[src/hw/rtl/rls_pkg.sv]
// Package for the RLS ARX identifier: widths, reset constants, sequencer states.
// Used by the cell and top level; no dependencies.
`default_nettype none
package rls_pkg;
  localparam int unsigned N = 5;
  localparam int unsigned FB = 24;
  localparam int unsigned SB = 12;
  localparam logic signed [31:0] ONE = 32'sd1 <<< FB;
  localparam logic signed [31:0] SMAX = 32'sh7fffffff;
  localparam logic signed [31:0] SMIN = -32'sh7fffffff - 32'sd1;

  typedef enum logic [3:0] {
    ST_IDLE, ST_AUX0, ST_AUX2, ST_DEN, ST_DIV, ST_PUPD, ST_ERR, ST_THETA, ST_OUT
  } state_e;

  typedef struct packed {
    logic       clr;
    logic       en;
  } cell_ctl_t;

  function automatic logic signed [31:0] sat32(input logic signed [63:0] x, output logic f);
    f = 1'b0;
    if (x > 64'(SMAX)) begin
      f = 1'b1;
      return SMAX;
    end
    if (x < 64'(SMIN)) begin
      f = 1'b1;
      return SMIN;
    end
    return x[31:0];
  endfunction
endpackage
`default_nettype wire

[src/hw/rtl/rls_mac_cell.sv]
// One multiply-accumulate cell of the array: 32x32 product into a 64-bit accumulator.
// Depends on rls_pkg.
`default_nettype none
module rls_mac_cell (
  input  wire logic                clk_i,
  input  wire logic                rst_ni,
  input  wire rls_pkg::cell_ctl_t  ctl_i,
  input  wire logic signed [31:0]  a_i,
  input  wire logic signed [31:0]  b_i,
  input  wire logic signed [63:0]  acc_i,
  output logic signed [63:0]       acc_o
);
  logic signed [63:0] prod_q, prod_d;
  logic               vld_q;
  logic signed [63:0] acc_q, acc_d;

  assign prod_d = 64'(a_i) * 64'(b_i);

  always_comb begin
    acc_d = acc_q;
    if (ctl_i.clr) acc_d = acc_i;
    else if (vld_q) acc_d = acc_q + prod_q;
  end

  always_ff @(posedge clk_i or negedge rst_ni) begin
    if (!rst_ni) begin
      vld_q <= 1'b0;
      acc_q <= '0;
    end else begin
      vld_q <= ctl_i.en;
      acc_q <= acc_d;
    end
  end

  always_ff @(posedge clk_i) prod_q <= prod_d;

  assign acc_o = acc_q;
endmodule
`default_nettype wire

[config.mk]
export PLATFORM = sky130hd
export DESIGN_NAME = rls_mac_cell
export DESIGN_NICKNAME = d
export VERILOG_FILES = /design/src/hw/rtl/rls_pkg.sv /design/src/hw/rtl/rls_mac_cell.sv
export SDC_FILE = /design/constraint.sdc
export NUM_CORES = 2
export LEC_CHECK = 0
export ABC_AREA = 1
export CAP_MARGIN = 15
export CORE_ASPECT_RATIO = 1.4
export CORE_MARGIN = 2
export CORE_UTILIZATION = 60
export CTS_BUF_LIST = sky130_fd_sc_hd__clkbuf_8
export DETAILED_ROUTE_END_ITERATION = 12
export DONT_BUFFER_PORTS = 1
export PLACE_DENSITY = 0.79
export SYNTH_ARGS = -nofsm -noshare
export SYNTH_HDL_FRONTEND = slang
export SYNTH_SLANG_ARGS = --single-unit
[constraint.sdc]
create_clock -name clk_i -period 1.8 [get_ports clk_i]
set_input_delay 0.09 -clock clk_i [delete_from_list [all_inputs] [get_ports clk_i]]
set_output_delay 0.09 -clock clk_i [all_outputs]
set_load 0.01 [all_outputs]
==> reports/metrics.yaml <==
synth:
  synth_nets: 7850
  synth-seq-cells: 129
  syn_inst: 6388
  yosysMostFrequentCell: "nand2_1"
  yosysSeqAreaShare_pct: 6.08
  synth_cell_type_count: 43
  ys.flop_type: "dfrtp_1"
  yosysTopAreaCell: "fa_1"
  async_reset_ff_share_pct: 50.4
  netlist_top_cells_area: "fa_1 45%, nand2_1 15%, inv_1 15%, ha_1 6.5%, dfrtp_1 3.4%"
  netlist_top_cells_count: "1896 x nand2_1, 1879 x inv_1, 1083 x fa_1, 247 x ha_1, 226 x nor2_1"
  yosysTopAreaCellShare_pct: 45.3
  syn_avg_cell_area_um2: 7.49
  synth-edff-count: 0
  yosysWarnings: 0
  syn_area_mm2: 0.0479
finish:
  fin_cells: 8088
  syn2layout_area_growth_pct: 31.4
  finalNetCount: 8481
  drive_gt1_share_pct: 29.0
status:
  status: "complete, but fails checks"
  violations: "negative setup slack"
timing:
  slew_violations: 0
  tightestPinTransition_ns: 0.736
  finalClockSkew_ns: 0.0228
  finalHoldViolCount: 0
  slew_headroom_pct: 50.4
  fin_ws_ns: -4.08
  finalSetupViolCount: 122
  rsz0062_at_grt: "true"
  fin_crit_ns: 5.88
  min_period_over_period_pct: 327
  max_freq_mhz: 170
critical_path:
  worstReg2RegStart: "acc_o[18]"
  critPathTopFamily: "adder cells"
  start_kind: "input port"
  worst-path-buf-inv: 6
  worstPathRequired_ns: 2.23
  endpoint_kind: "flip-flop"
  crit_start: "a_i[7]"
  crit_path_max_fanout: 32
  critPathSlowestCell: "fa_1"
  crit_type: "input port to flip-flop"
  crit_path_frequent_cell: "fa_1"
  worst_ep_arrival_time_ns: 6.31
  max_stage_delay_ns: 0.58
route:
  vias: 46100
  routed_wl_um: 184000
  drc: 0
  via_per_inst: 5.70
  drtAntennaViolNets: 0
  dr.pass1.iters: 9
  wire_per_inst_um: 22.8
  initialDrtViolationCount: 3935
global_route:
  grt_start_max_net_pins: 66
  grt_usage_pct: 43.1
  gr-total-overflow: 0
  grt_first_pass_wirelength_um: 271000
  antenna_found_initial: 7
  grt_pass1_vias: 51300
clock_tree:
  path_clk_slew_ns: 0.09
  clk_path_buf_depth: 2
  cts-root-buf: "clkbuf_8"
  h-tree-depth: 4
  numCtsBuffers: 17
  cts_tree: "done"
  clk-insertion-delay-late_ns: 0.54
  cts_sinks: 129
placement:
  gp_congestion: 1.02
  dp_hpwl_um: 131000
  placed_cells: 7841
  port_buffers: 0
floorplanning:
  die_area_mm2: 0.0821
  core_mm2: 0.0791
  io_pins: 196
  die_x_um: 243
  die_h_um: 338
  start_util_pct: 60.5
  rows: 122
run:
  max_cap_violations: 0
hold_path:
  hold_start: "ctl_i[1]"
  hold_class: "input port to flip-flop"
## cell families (layout without fill, tap and decap cells)
group | Yosys count | count (layout) | synth area share [%]
simple gates | 2457 | 2457 | 20.7
buf+inv | 2095 | 2739 | 16.5
fa+ha+maj | 1330 | 1330 | 51.8
compound gates | 307 | 307 | 3.67
flops | 129 | 129 | 6.08
xor+xnor | 70 | 70 | 1.28
other cells | 0 | 2 | 0
## sequential cells by signal, indices dropped and copies added, names as in the netlist
register,flops
acc_o,64
prod_q,64
vld_q,1
## path summary, 6_finish.rpt
| check | endpoint | slack (ns) | cells after the start |
|---|---|---|---|
| min in group asynchronous | acc_o[6] | 0.07 | 2 |
| worst min-delay path | acc_o[0] | 0.02 | 3 |
| worst max register to register | acc_o[41] | -0.80 | 14 |
| max in group asynchronous | acc_o[47] | 1.32 | 2 |
| worst max-delay path | prod_q[55] | -4.08 | 25 |
| worst min register to register | acc_o[63] | 0.64 | 4 |
## tightest hold or removal path: stages
cell and delay, ns:
buf_16 0.18, nand2_1 0.12, nand3_1 0.10
## repair_timing
action / 4_1_cts / 5_1_grt
setup buffers: 100 / 38
hold buffers: 83 / 0
pin swaps: 515 / 291
gates resized for setup: 1125 / 349
setup endpoints to repair: 116 / 119
endpoints found under the hold margin: 133 / 0
## layout by cell type, fill, tap and decap left out, drive strengths merged, types with 6 or more instances in the layout
cell / count
clkinvlp: 7
clkinv: 6
xnor2: 26
a21oi: 136
clkbuf: 19
o21ai: 84
nand2: 1940
inv: 1885
o21bai: 18
dfrtp: 65
buf: 741
nor3: 21
nand4: 35
o211ai: 8
a21boi: 6
ha: 247
nor4: 7
or2: 6
a22oi: 50
and3: 7
dlygate4sd3: 81
nand3: 183
xor2: 44
nor2: 255
fa: 1083
dfxtp: 64
## routing by layer
layer | vias to the layer above | routed length, um | GRT usage, %
met5 | - | 71 | 0
met4 | 10 | 20000 | 36.5
met3 | 1299 | 19600 | 9.74
met2 | 3073 | 87700 | 74.0
met1 | 22300 | 56800 | 44.5
li1 | 19400 | - | -
## area by class of cell
type / count / area [um^2]
clock buffer: 19 / 262
tap: 1054 / 1320
timing repair buffer: 822 / 7180
antenna: 2 / 5.00
fill: 4905 / 16200
inverter: 1885 / 7130
multi-input combinational: 4164 / 43900
clock inverter: 13 / 87.6
sequential: 129 / 2940
## metrics by stage
| step | hold WS, ns | setup slack [ns] | cell area, um^2 | util [%] | TNS, ns |
|---|---|---|---|---|---|
| after CTS | 0.000455 | -3.94 | 61300 | 77.6 | -207.82 |
| after floorplan | -0.206 | -4.60 | 50300 | - | -217.92 |
| final | 0.0159 | -4.08 | 62900 | 79.5 | -233.89 |
| after global placement | -0.204 | -4.90 | 54800 | 69.3 | -254.60 |
| after detailed placement | -0.204 | -5.02 | 54800 | 69.3 | -259.33 |
| after global routing | 0.0293 | -4.21 | 62900 | 79.5 | -246.66 |
Power is left out: the tool's default activity adds up to more than one toggle a clock period on the data nets, which glitch-free logic cannot reach.
