[src/hw/rtl/rls_div.sv]
// Restoring signed divider, one quotient bit per cycle, truncation toward zero.
// No dependencies.
`default_nettype none
module rls_div (
  input  wire logic                clk_i,
  input  wire logic                rst_ni,
  input  wire logic                start_i,
  input  wire logic signed [63:0]  num_i,
  input  wire logic signed [63:0]  den_i,
  output logic                     done_o,
  output logic signed [63:0]       quo_o
);
  logic [63:0] rem_q, rem_d, q_q, q_d, dv_q, dv_d;
  logic [6:0]  cnt_q, cnt_d;
  logic        neg_q, neg_d, busy_q, busy_d, done_q, done_d;
  logic [64:0] trial;

  always_comb begin
    rem_d = rem_q; q_d = q_q; dv_d = dv_q; cnt_d = cnt_q;
    neg_d = neg_q; busy_d = busy_q; done_d = 1'b0;
    trial = '0;
    if (start_i) begin
      rem_d = '0;
      q_d = num_i[63] ? 64'(-num_i) : 64'(num_i);
      dv_d = den_i[63] ? 64'(-den_i) : 64'(den_i);
      neg_d = num_i[63] ^ den_i[63];
      cnt_d = 7'd64;
      busy_d = 1'b1;
    end else if (busy_q) begin
      trial = {rem_q, q_q[63]} - {1'b0, dv_q};
      if (!trial[64]) begin
        rem_d = trial[63:0];
        q_d = {q_q[62:0], 1'b1};
      end else begin
        rem_d = {rem_q[62:0], q_q[63]};
        q_d = {q_q[62:0], 1'b0};
      end
      cnt_d = cnt_q - 7'd1;
      if (cnt_q == 7'd1) begin
        busy_d = 1'b0;
        done_d = 1'b1;
      end
    end
  end

  always_ff @(posedge clk_i or negedge rst_ni) begin
    if (!rst_ni) begin
      busy_q <= 1'b0; done_q <= 1'b0; cnt_q <= '0;
    end else begin
      busy_q <= busy_d; done_q <= done_d; cnt_q <= cnt_d;
    end
  end

  always_ff @(posedge clk_i) begin
    rem_q <= rem_d; q_q <= q_d; dv_q <= dv_d; neg_q <= neg_d;
  end

  assign done_o = done_q;
  assign quo_o = neg_q ? 64'(-q_q) : 64'(q_q);
endmodule
`default_nettype wire

[config.mk]
export PLATFORM = sky130hd
export DESIGN_NAME = rls_div
export DESIGN_NICKNAME = d
export VERILOG_FILES = /design/src/hw/rtl/rls_div.sv
export SDC_FILE = /design/constraint.sdc
export NUM_CORES = 1
export LEC_CHECK = 0
export BUFFER_PORTS_ARGS = -buffer_cell sky130_fd_sc_hd__buf_2
export CORE_UTILIZATION = 50
export CTS_CLUSTER_DIAMETER = 80
export DETAILED_ROUTE_END_ITERATION = 12
export PLACE_DENSITY = 0.72
export REMOVE_ABC_BUFFERS = 1
export SKIP_LAST_GASP = 1
export SLEW_MARGIN = 15
export SYNTH_ARGS = -nofsm -noshare
export SYNTH_HDL_FRONTEND = slang
export SYNTH_SLANG_ARGS = --single-unit
[constraint.sdc]
create_clock -name clk_i -period 6.9 [get_ports clk_i]
set_input_delay 1.035 -clock clk_i [delete_from_list [all_inputs] [get_ports clk_i]]
set_output_delay 1.035 -clock clk_i [all_outputs]
set_load 0.03 [all_outputs]
==> results of run 1 <==
-- layout make-up --
type	count	share of cell area, %
sequential	202	29.86
clock buffer	35	4.317
clock inverter	9	0.7010
inverter	95	1.978
antenna	7	0.09716
timing repair buffer	207	5.975
tap	396	2.748
multi-input combinational	1446	54.32
-- worst max-delay path: stages, from the launching register on --
cell and delay (ns):
edfxtp_1 0.43, or4_4 0.60, or3_1 0.36, nor4_1 0.31, nand3_1 0.31, or2_1 0.34, nor2_1 0.15, nand3_1 0.26
or4_1 0.57, o41ai_1 0.35, xnor2_1 0.16, buf_2 0.21
-- per-layer routing --
metal	vias to the layer above	wire, um	global-route usage [%]
li1	7005	-	-
met1	6701	18670	34.20
met2	476	20610	45.22
met3	63	3312	5.012
met4	6	989	7.726
met5	-	31	0
-- logic make-up (layout without fill, tap and decap cells) --
group | count (synthesis) | count (layout) | share of synthesized area, %
AND/OR/NAND/NOR | 566 | 566 | 18.26
adder cells (fa/ha/maj) | 70 | 70 | 5.563
other | 0 | 7 | 0
XOR/XNOR | 243 | 243 | 13.40
buffers and inverters | 186 | 346 | 4.484
flip-flops | 202 | 202 | 33.89
multiplexers | 62 | 62 | 3.972
AO/OA/AOI/OAI | 505 | 505 | 20.43
-- synth_stat cells, types with 32 or more instances --
master	instances	area, um^2
xor2_1	79	691.9
xnor2_1	164	1436
mux2i_1	54	540.5
nor2_1	185	694.4
edfxtp_1	129	3874
nand3_1	32	160.2
a21oi_1	140	700.7
ha_1	69	863.3
a211oi_1	56	420.4
o31ai_1	53	397.9
dfxtp_1	64	1281
clkbuf_1	79	296.5
o21ai_0	121	605.6
inv_1	94	352.8
nand2_1	121	454.2
-- worst min path at each step --
stage	start	end	slack, ns	cells past startpoint
CTS	rst_ni	cnt_q[1]$_DFFE_PN0P_	0.33	1
finish	rst_ni	cnt_q[6]$_DFFE_PN0P_	0.35	1
global route	rst_ni	busy_q$_DFF_PN0_	0.34	1
global placement	rem_q[55]$_SDFFE_PP0P_	rem_q[56]$_SDFFE_PP0P_	0.49	2
floorplan	rem_q[39]$_SDFFE_PP0P_	rem_q[39]$_SDFFE_PP0P_	0.46	2
detailed placement	rem_q[51]$_SDFFE_PP0P_	rem_q[51]$_SDFFE_PP0P_	0.49	2
-- power breakdown --
| part | total (uW) | switching [uW] | internal (uW) |
|---|---|---|---|
| logic | 3320 | 1970 | 1350 |
| clock network | 1420 | 524 | 896 |
| registers | 1860 | 257 | 1610 |
| total | 6610 | 2750 | 3850 |
-- per-stage QoR --
stage	setup TNS, ns	utilization, %	area (um^2)	cells	setup slack, ns
finish	0	58.33	18030	2397	1.314
global route	0	58.31	18020	2395	1.030
CTS	0	58.26	18010	2390	1.346
detailed placement	0	55.34	17100	2346	1.949
global placement	0	55.34	17100	2346	1.976
floorplan	-169.01	-	15520	1743	-2.767
-- flip-flops by register name, indices dropped and copies added (netlist names) --
name and cells:
done_o 1, cnt_q 7, dv_q 64, rem_q 64, q_q 64, neg_q 1
busy_q 1
==> impl_metrics.csv, run 1 <==
group,metric,value,unit
cells_and_area,fin_nets,2177,
clock_tree,cts_setup_buffers,0,
floorplanning,start_util,51.37,%
yosys,synth.distinct_cells,76,
clock_tree,numCtsBuffers,24,
timing,slew_viol_final,0,
cells_and_area,areaGrowthSynthToFinish,13.55,%
clock_tree,cts_tree,"yes",
timing,max_freq,179.0,MHz
cells_and_area,final_common_cell,"buf_2",
drt,drtAntennaViolNets,0,
yosys,syn_area,15880,um^2
worst_setup_path,crit_start,"q_q[11]$_DFFE_PP_",
global_route,grt_pass1_vias,13690,
floorplanning,pin_count,196,
worst_setup_path,worstPathArrival,4.55,ns
global_route,grt_max_degree,114,
clock_tree,clk_pin_slew,0.06,ns
yosys,netlist_instances,1834,
worst_setup_path,reg2reg_setup_slack,2.64,ns
drt,routedWlPerCell,18.20,um
pwr,p_leak,0.007489,uW
timing,max_slew_margin,30.68,%
clock_tree,cts_resized,0,
drt,drt-initial-drc-count,1081,
worst_setup_path,cp-end-kind,"output port",
pwr,ir_worst_vdd,0.0002620,V
worst_setup_path,path_class,"register to output port",
place,gp_congestion,0.9559,
pwr,power_density,366.4,nW/um^2
global_route,antenna_found_initial,9,
yosys,synth_seq_cells,202,
global_route,grt_overflow_total,0,
pwr,power,6606,uW
worst_setup_path,start_kind,"register",
worst_setup_path,r2r_cells,13,
floorplanning,core,30910,um^2
yosys,synthArstFlopShare,4.455,%
yosys,yosys_warnings,0,
clock_tree,htree_num_levels,1,
drt,dr.pass1.iters,6,
drt,viasPerCell,5.945,
clock_tree,clk_latency,0.53,ns
timing,final-setup-viol-count,0,
worst_setup_path,cp.required,5.86,ns
drt,drt-total-wl,43620,um
floorplanning,die_w,180.2,um
timing,finalCritPeriodShare,80.95,%
cells_and_area,drive_gt1_share,15.05,%
cells_and_area,area.sequential,5384,um^2
drt,drc,0,
cells_and_area,multiInputGateArea,9793,um^2
worst_setup_path,cp_max_fo,6,
cells_and_area,mostFrequentLayoutCells,"buf_2, nor2_1, xnor2_1",
flow_run,max_cap_violations,0,
worst_setup_path,setup.worst_path.end,"quo_o[59]",
worst_hold_path,min_path_type,"input port to async pin",
clock_tree,clock_sinks,202,
timing,rsz0062_at_grt,"false",
clock_tree,clockRootBuffer,"clkbuf_16",
timing,holdWs,0.3527,ns
yosys,synth_edf_count,129,
clock_tree,cts_hold_buf,0,
timing,hold_violations,0,
clock_tree,cts.path.max_buffers,3,
floorplanning,die_h,180.2,um
yosys,yosysSeqAreaShare,33.88,%
floorplanning,die_area,32470,um^2
drt,vias,14250,
global_route,grt_pass1_wl,70730,um
worst_setup_path,r2r-start,"dv_q[1]$_DFFE_PP_",
cells_and_area,nFillCells,2789,
worst_setup_path,rr_endpoint,"rem_q[53]$_SDFFE_PP0P_",
place,io_buffers,195,
yosys,avgSynthCellArea,8.657,um^2
timing,tightestPinTransition,1.040,ns
yosys,synth_ff_type,"edfxtp_1",
outcome,status,"finished clean",
timing,fin_worst_skew,0.02057,ns
floorplanning,num_rows,64,
place,dp_hpwl,32890,um
timing,min_period,5.586,ns
global_route,track_usage,26.57,%
(Power assumes the default switching activity.)
==> inputs of run 2 (changes only) <==
- clock period: 6.9 -> 5.6 ns (I/O delays scaled with it)
==> impl_metrics.csv, run 2 (synthesis gave the netlist of run 1 again) <==
group,metric,value,unit
outcome,status,"finished clean",
pwr,pwr-share-clk,19.6,%
pwr,p_leak,0.007424,uW
clock_tree,clk_pin_slew,0.06,ns
timing,rsz0062_at_grt,"false",
global_route,antenna_found_initial,10,
floorplanning,num_rows,64,
drt,dr.pass1.iters,5,
clock_tree,htree_num_levels,1,
pwr,power_density,443.6,nW/um^2
timing,hold_violations,0,
clock_tree,numCtsBuffers,24,
pwr,intPower,4594,uW
timing,final-setup-viol-count,0,
clock_tree,cts.path.max_buffers,3,
timing,finalCritPeriodShare,93.94,%
timing,fin_worst_skew,0.01491,ns
global_route,track_usage,25.83,%
drt,wl_met2,19740,um
worst_setup_path,cp_max_fo,6,
place,gp_congestion,0.9281,
floorplanning,die_w,180.2,um
drt,wl_met3,3108,um
cells_and_area,area.sequential,5384,um^2
drt,m1WireLength,18440,um
cells_and_area,nFillCells,2750,
worst_setup_path,path_buf_inv,1,
global_route,grt_pass1_vias,13430,
cells_and_area,final_common_cell,"buf_2",
pwr,p_comb_share,51.6,%
worst_setup_path,worstPathArrival,4.42,ns
drt,dr.max_layer_used,"met5",
floorplanning,die_h,180.2,um
drt,routedWlPerCell,17.92,um
timing,max_freq,190.1,MHz
worst_setup_path,worst_path_max_delay_cell,"or4_1",
clock_tree,clockRootBuffer,"clkbuf_16",
floorplanning,die_area,32470,um^2
worst_setup_path,path_cells,"or4_4 > or3_1 > nor4_2 > nand3_1 > or2_1 > nor2_1 > nand3_1 > or4_1 > o31ai_1 > xnor2_1 > buf_2",
timing,finalWorstSetupSlack,0.3391,ns
cells_and_area,final_area,17930,um^2
pwr,seq_power_share,28.9,%
worst_setup_path,critPathMaxStageDelay,0.60,ns
worst_setup_path,cp-end-kind,"output port",
drt,drt-total-wl,42870,um
clock_tree,clk_latency,0.52,ns
clock_tree,cts_tree,"yes",
pwr,p_sw_share,42.25,%
worst_setup_path,critPathMostFrequentCell,"nand3_1",
drt,drt-initial-drc-count,797,
worst_setup_path,cp.required,4.76,ns
cells_and_area,top_regs,"dv_q (64), q_q (64), rem_q (64)",
floorplanning,core,30910,um^2
place,place_area,17110,um^2
cells_and_area,mostFrequentLayoutCells,"buf_2, nor2_1, xnor2_1",
global_route,grt_pass1_wl,68690,um
timing,min_period,5.261,ns
pwr,ir_worst_vdd,0.0004574,V
worst_hold_path,min_path_type,"input port to async pin",
drt,drc,0,
drt,drtAntennaViolNets,0,
clock_tree,clock_sinks,202,
timing,tightestPinTransition,1.027,ns
floorplanning,pin_count,196,
cells_and_area,areaGrowthSynthToFinish,12.93,%
floorplanning,start_util,51.37,%
drt,viasPerCell,5.959,
worst_setup_path,start_kind,"register",
place,io_buffers,195,
worst_setup_path,critPathTopFamily,"simple AND/OR/NAND/NOR gates",
clock_tree,cts_setup_buffers,0,
place,place_ws,0.7571,ns
timing,max_slew_margin,30.69,%
cells_and_area,drive_gt1_share,14.66,%
cells_and_area,fin_nets,2175,
worst_setup_path,path_class,"register to output port",
flow_run,max_cap_violations,0,
timing,slew_viol_final,0,
pwr,power.switching,3361,uW
drt,vias,14260,
clock_tree,cts_hold_buf,0,
place,dp_hpwl,32520,um
global_route,grt_max_degree,198,
cells_and_area,multiInputGateArea,9813,um^2
global_route,grt_overflow_total,0,
[run 2: changes by cell type in the layout (fill, tap and decap cells not counted), moves of 3 or more]
cell | before | now
clkinv_2 | 4 | 1
clkbuf_1 | 3 | 10
clkbuf_16 | 29 | 25
buf_4 | 13 | 9
[run 2: power groups by stage]
stage          logic (uW)  registers [uW]  clock network (uW)
3_5_place_dp         4040            2320                   0
3_3_place_gp         3990            2300                   0
2_1_floorplan        3040            2260                   0
6_report             4100            2300                1560
4_1_cts              4070            2290                1590
5_1_grt              4510            2350                1640
[run 2: per-stage QoR]
stage | power, uW | util (%) | setup TNS, ns | instances | hold slack, ns
after floorplan | 5295 | - | -253.51 | 1743 | 0.4621
after global placement | 6287 | 55.37 | 0 | 2344 | 0.4856
after detailed placement | 6358 | 55.37 | 0 | 2344 | 0.4911
after CTS | 7950 | 57.90 | 0 | 2388 | 0.1474
after global routing | 8501 | 58.00 | 0 | 2392 | 0.1590
final | 7955 | 58.01 | 0 | 2393 | 0.1640
[run 2: layout make-up]
cell class	instances	share of cell area, %
Antenna cell	5	0.06978
Tap cell	396	2.763
Inverter	95	1.989
Multi-Input combinational cell	1446	54.73
Clock buffer	37	3.852
Sequential cell	202	30.03
Clock inverter	7	0.5094
Timing Repair Buffer	205	6.064
[run 2: worst paths after layout]
path / startpoint / endpoint / slack, ns / cells after the start
worst max register to register: dv_q[1]$_DFFE_PP_ / rem_q[53]$_SDFFE_PP0P_ / 1.17 / 13
max in group asynchronous: rst_ni / busy_q$_DFF_PN0_ / 5.24 / 1
worst min-delay path: rst_ni / cnt_q[3]$_DFFE_PN0P_ / 0.16 / 1
worst min register to register: rem_q[15]$_SDFFE_PP0P_ / rem_q[15]$_SDFFE_PP0P_ / 0.50 / 2
worst max-delay path: q_q[9]$_DFFE_PP_ / quo_o[61] / 0.34 / 11
min in group clk_i: rem_q[15]$_SDFFE_PP0P_ / rem_q[15]$_SDFFE_PP0P_ / 0.50 / 2
[run 2: metal layers]
metal  vias to the layer above  GRT usage [%]
li1                       7000              -
met5                         -              0
met4                         8          9.197
met1                      6663          33.64
met2                       500          42.95
met3                        90          4.568
[run 2: what timing repair did]
| item | in CTS | in global routing |
|---|---|---|
| resized for setup | 0 | 2 |
| setup endpoints to repair | 0 | 4 |
| hold endpoints to repair | 0 | 0 |
==> inputs of run 3 (changes only) <==
--- a/config.mk
+++ b/config.mk
@@ -7,3 +7,4 @@
 export LEC_CHECK = 0
-export BUFFER_PORTS_ARGS = -buffer_cell sky130_fd_sc_hd__buf_2
+export BUFFER_PORTS_ARGS = -buffer_cell sky130_fd_sc_hd__buf_4
+export CORE_ASPECT_RATIO = 0.8
 export CORE_UTILIZATION = 50
==> constraint.sdc (replaced) <==
create_clock -name clk_i -period 5.6 [get_ports clk_i]
set_input_delay 1.12 -clock clk_i [delete_from_list [all_inputs] [get_ports clk_i]]
set_output_delay 1.12 -clock clk_i [all_outputs]
set_load 0.03 [all_outputs]
==> impl_metrics.csv, run 3 (synthesis gave the netlist of run 1 again) <==
group,metric,value,unit
drt,drt-total-wl,44060,um
cells_and_area,nFillCells,2740,
worst_setup_path,start_kind,"register",
clock_tree,cts.path.max_buffers,3,
global_route,grt_max_degree,86,
worst_setup_path,path_buf_inv,1,
timing,tightestPinTransition,1.006,ns
place,dp.cells,2362,
drt,drtAntennaViolNets,0,
drt,vias,14280,
timing,fin_worst_skew,0.02106,ns
floorplanning,core,30810,um^2
cells_and_area,final_area,18630,um^2
worst_setup_path,path_cells,"or3_4 > nor4_4 > nand3_2 > or3_4 > or4_4 > or4_4 > or3_1 > or2_4 > o31ai_4 > xnor2_1 > buf_4",
drt,dr.pass1.iters,6,
clock_tree,htree_num_levels,1,
global_route,antenna_found_initial,1,
timing,max_slew_margin,32.90,%
floorplanning,pin_count,196,
clock_tree,numCtsBuffers,24,
cells_and_area,final_common_cell,"buf_4",
timing,hold_violations,0,
place,io_buffers,195,
drt,drt-initial-drc-count,1199,
cells_and_area,drive_gt1_share,15.71,%
worst_setup_path,r2r-start,"q_q[63]$_DFFE_PP_",
worst_setup_path,crit_start,"q_q[18]$_DFFE_PP_",
place,place_area,17600,um^2
drt,routedWlPerCell,18.21,um
worst_setup_path,path_class,"register to output port",
drt,viasPerCell,5.902,
place,gp_congestion,0.9621,
floorplanning,num_rows,57,
outcome,status,"finished clean",
global_route,track_usage,26.64,%
cells_and_area,areaGrowthSynthToFinish,17.31,%
timing,final-setup-viol-count,0,
clock_tree,cts_hold_buf,0,
clock_tree,clock_sinks,202,
clock_tree,clk_latency,0.55,ns
worst_setup_path,critPathMaxStageDelay,0.46,ns
global_route,grt_pass1_wl,70860,um
floorplanning,die_h,161.4,um
drt,drc,0,
worst_setup_path,cp.required,4.48,ns
flow_run,max_cap_violations,0,
floorplanning,die_w,201.2,um
worst_setup_path,worst_path_max_delay_cell,"or4_4",
cells_and_area,top_regs,"dv_q (64), q_q (64), rem_q (64)",
floorplanning,start_util,51.54,%
timing,max_freq,183.3,MHz
timing,slew_viol_final,0,
global_route,grt_overflow_total,0,
pwr,ir_worst_vdd,0.0003921,V
worst_setup_path,worstPathArrival,4.34,ns
timing,min_period,5.456,ns
timing,finalCritPeriodShare,97.43,%
global_route,grt_pass1_vias,13670,
worst_hold_path,min_path_type,"input port to async pin",
worst_setup_path,cp-end-kind,"output port",
pwr,power_density,444.4,nW/um^2
cells_and_area,mostFrequentLayoutCells,"buf_4, nor2_1, xnor2_1",
pwr,p_leak,0.007699,uW
clock_tree,cts_tree,"yes",
worst_setup_path,cp_max_fo,4,
floorplanning,die_area,32480,um^2
clock_tree,clk_pin_slew,0.06,ns
clock_tree,clockRootBuffer,"clkbuf_16",
place,dp_hpwl,33340,um
cells_and_area,fin_nets,2188,
cells_and_area,fin_cells,2419,
worst_setup_path,critPathTopFamily,"simple AND/OR/NAND/NOR gates",
-- run 3: changes by cell type in the layout (fill, tap and decap cells not counted), moves of 2 or more --
cell        previous run  this run
nor4_2                 4         2
clkbuf_1              10         1
buf_4                  9       217
buf_12                 2         0
clkinv_2               1         5
bufinv_16              2         6
buf_2                193         0
clkinvlp_4             1         3
diode_2                5         1
-- run 3: worst paths after layout --
| path | endpoint | slack [ns] | depth (start not counted) |
|---|---|---|---|
| max | quo_o[58] | 0.14 | 11 |
| min | busy_q$_DFF_PN0_ | 0.40 | 1 |
| max reg2reg | rem_q[53]$_SDFFE_PP0P_ | 1.31 | 12 |
| min reg2reg | rem_q[56]$_SDFFE_PP0P_ | 0.50 | 2 |
| max in group asynchronous | busy_q$_DFF_PN0_ | 5.05 | 1 |
| min in group clk_i | rem_q[56]$_SDFFE_PP0P_ | 0.50 | 2 |
-- run 3: layout make-up --
cell class | count | area (um^2) | area share (%)
Timing Repair Buffer | 218 | 1643 | 8.820
Clock buffer | 27 | 631.9 | 3.392
Multi-Input combinational cell | 1446 | 9826 | 52.75
Inverter | 95 | 356.6 | 1.915
Sequential cell | 202 | 5384 | 28.91
Antenna cell | 1 | 2.502 | 0.01344
Tap cell | 413 | 516.7 | 2.774
Clock inverter | 17 | 265.3 | 1.424
-- run 3: report_power, final --
part           leakage [uW]  switching, uW  total, uW  internal [uW]
clock              0.000431            660       1750           1090
sequential          0.00192            327       2310           1980
combinational       0.00535           2460       4220           1760
total               0.00770           3450       8280           4830
-- run 3: routing by layer --
layer | up-vias | GRT usage [%] | wire [um]
met4 | 0 | 8.127 | 1231
met1 | 6684 | 37.68 | 20240
met3 | 80 | 3.672 | 2889
li1 | 7028 | - | -
met5 | - | 0 | 0
met2 | 486 | 42.29 | 19700
-- run 3: repair_timing --
item	CTS	global route
setup buffers	0	12
resized for setup	0	5
endpoints found under the setup margin	0	5
hold endpoints to repair	0	0
-- run 3: per-stage QoR --
step           setup TNS, ns  util [%]  power [uW]  setup WS [ns]  hold WS, ns
3_5_place_dp               0     57.14        6461         0.6476       0.4971
6_report                   0     60.45        8278         0.1442       0.3988
2_1_floorplan        -253.51         -        5295         -4.067       0.4621
5_1_grt             -0.01846     60.45        8824       -0.01191       0.3908
3_3_place_gp               0     57.14        6380         0.7508       0.4794
4_1_cts                    0     60.05        8257        0.03414       0.3763
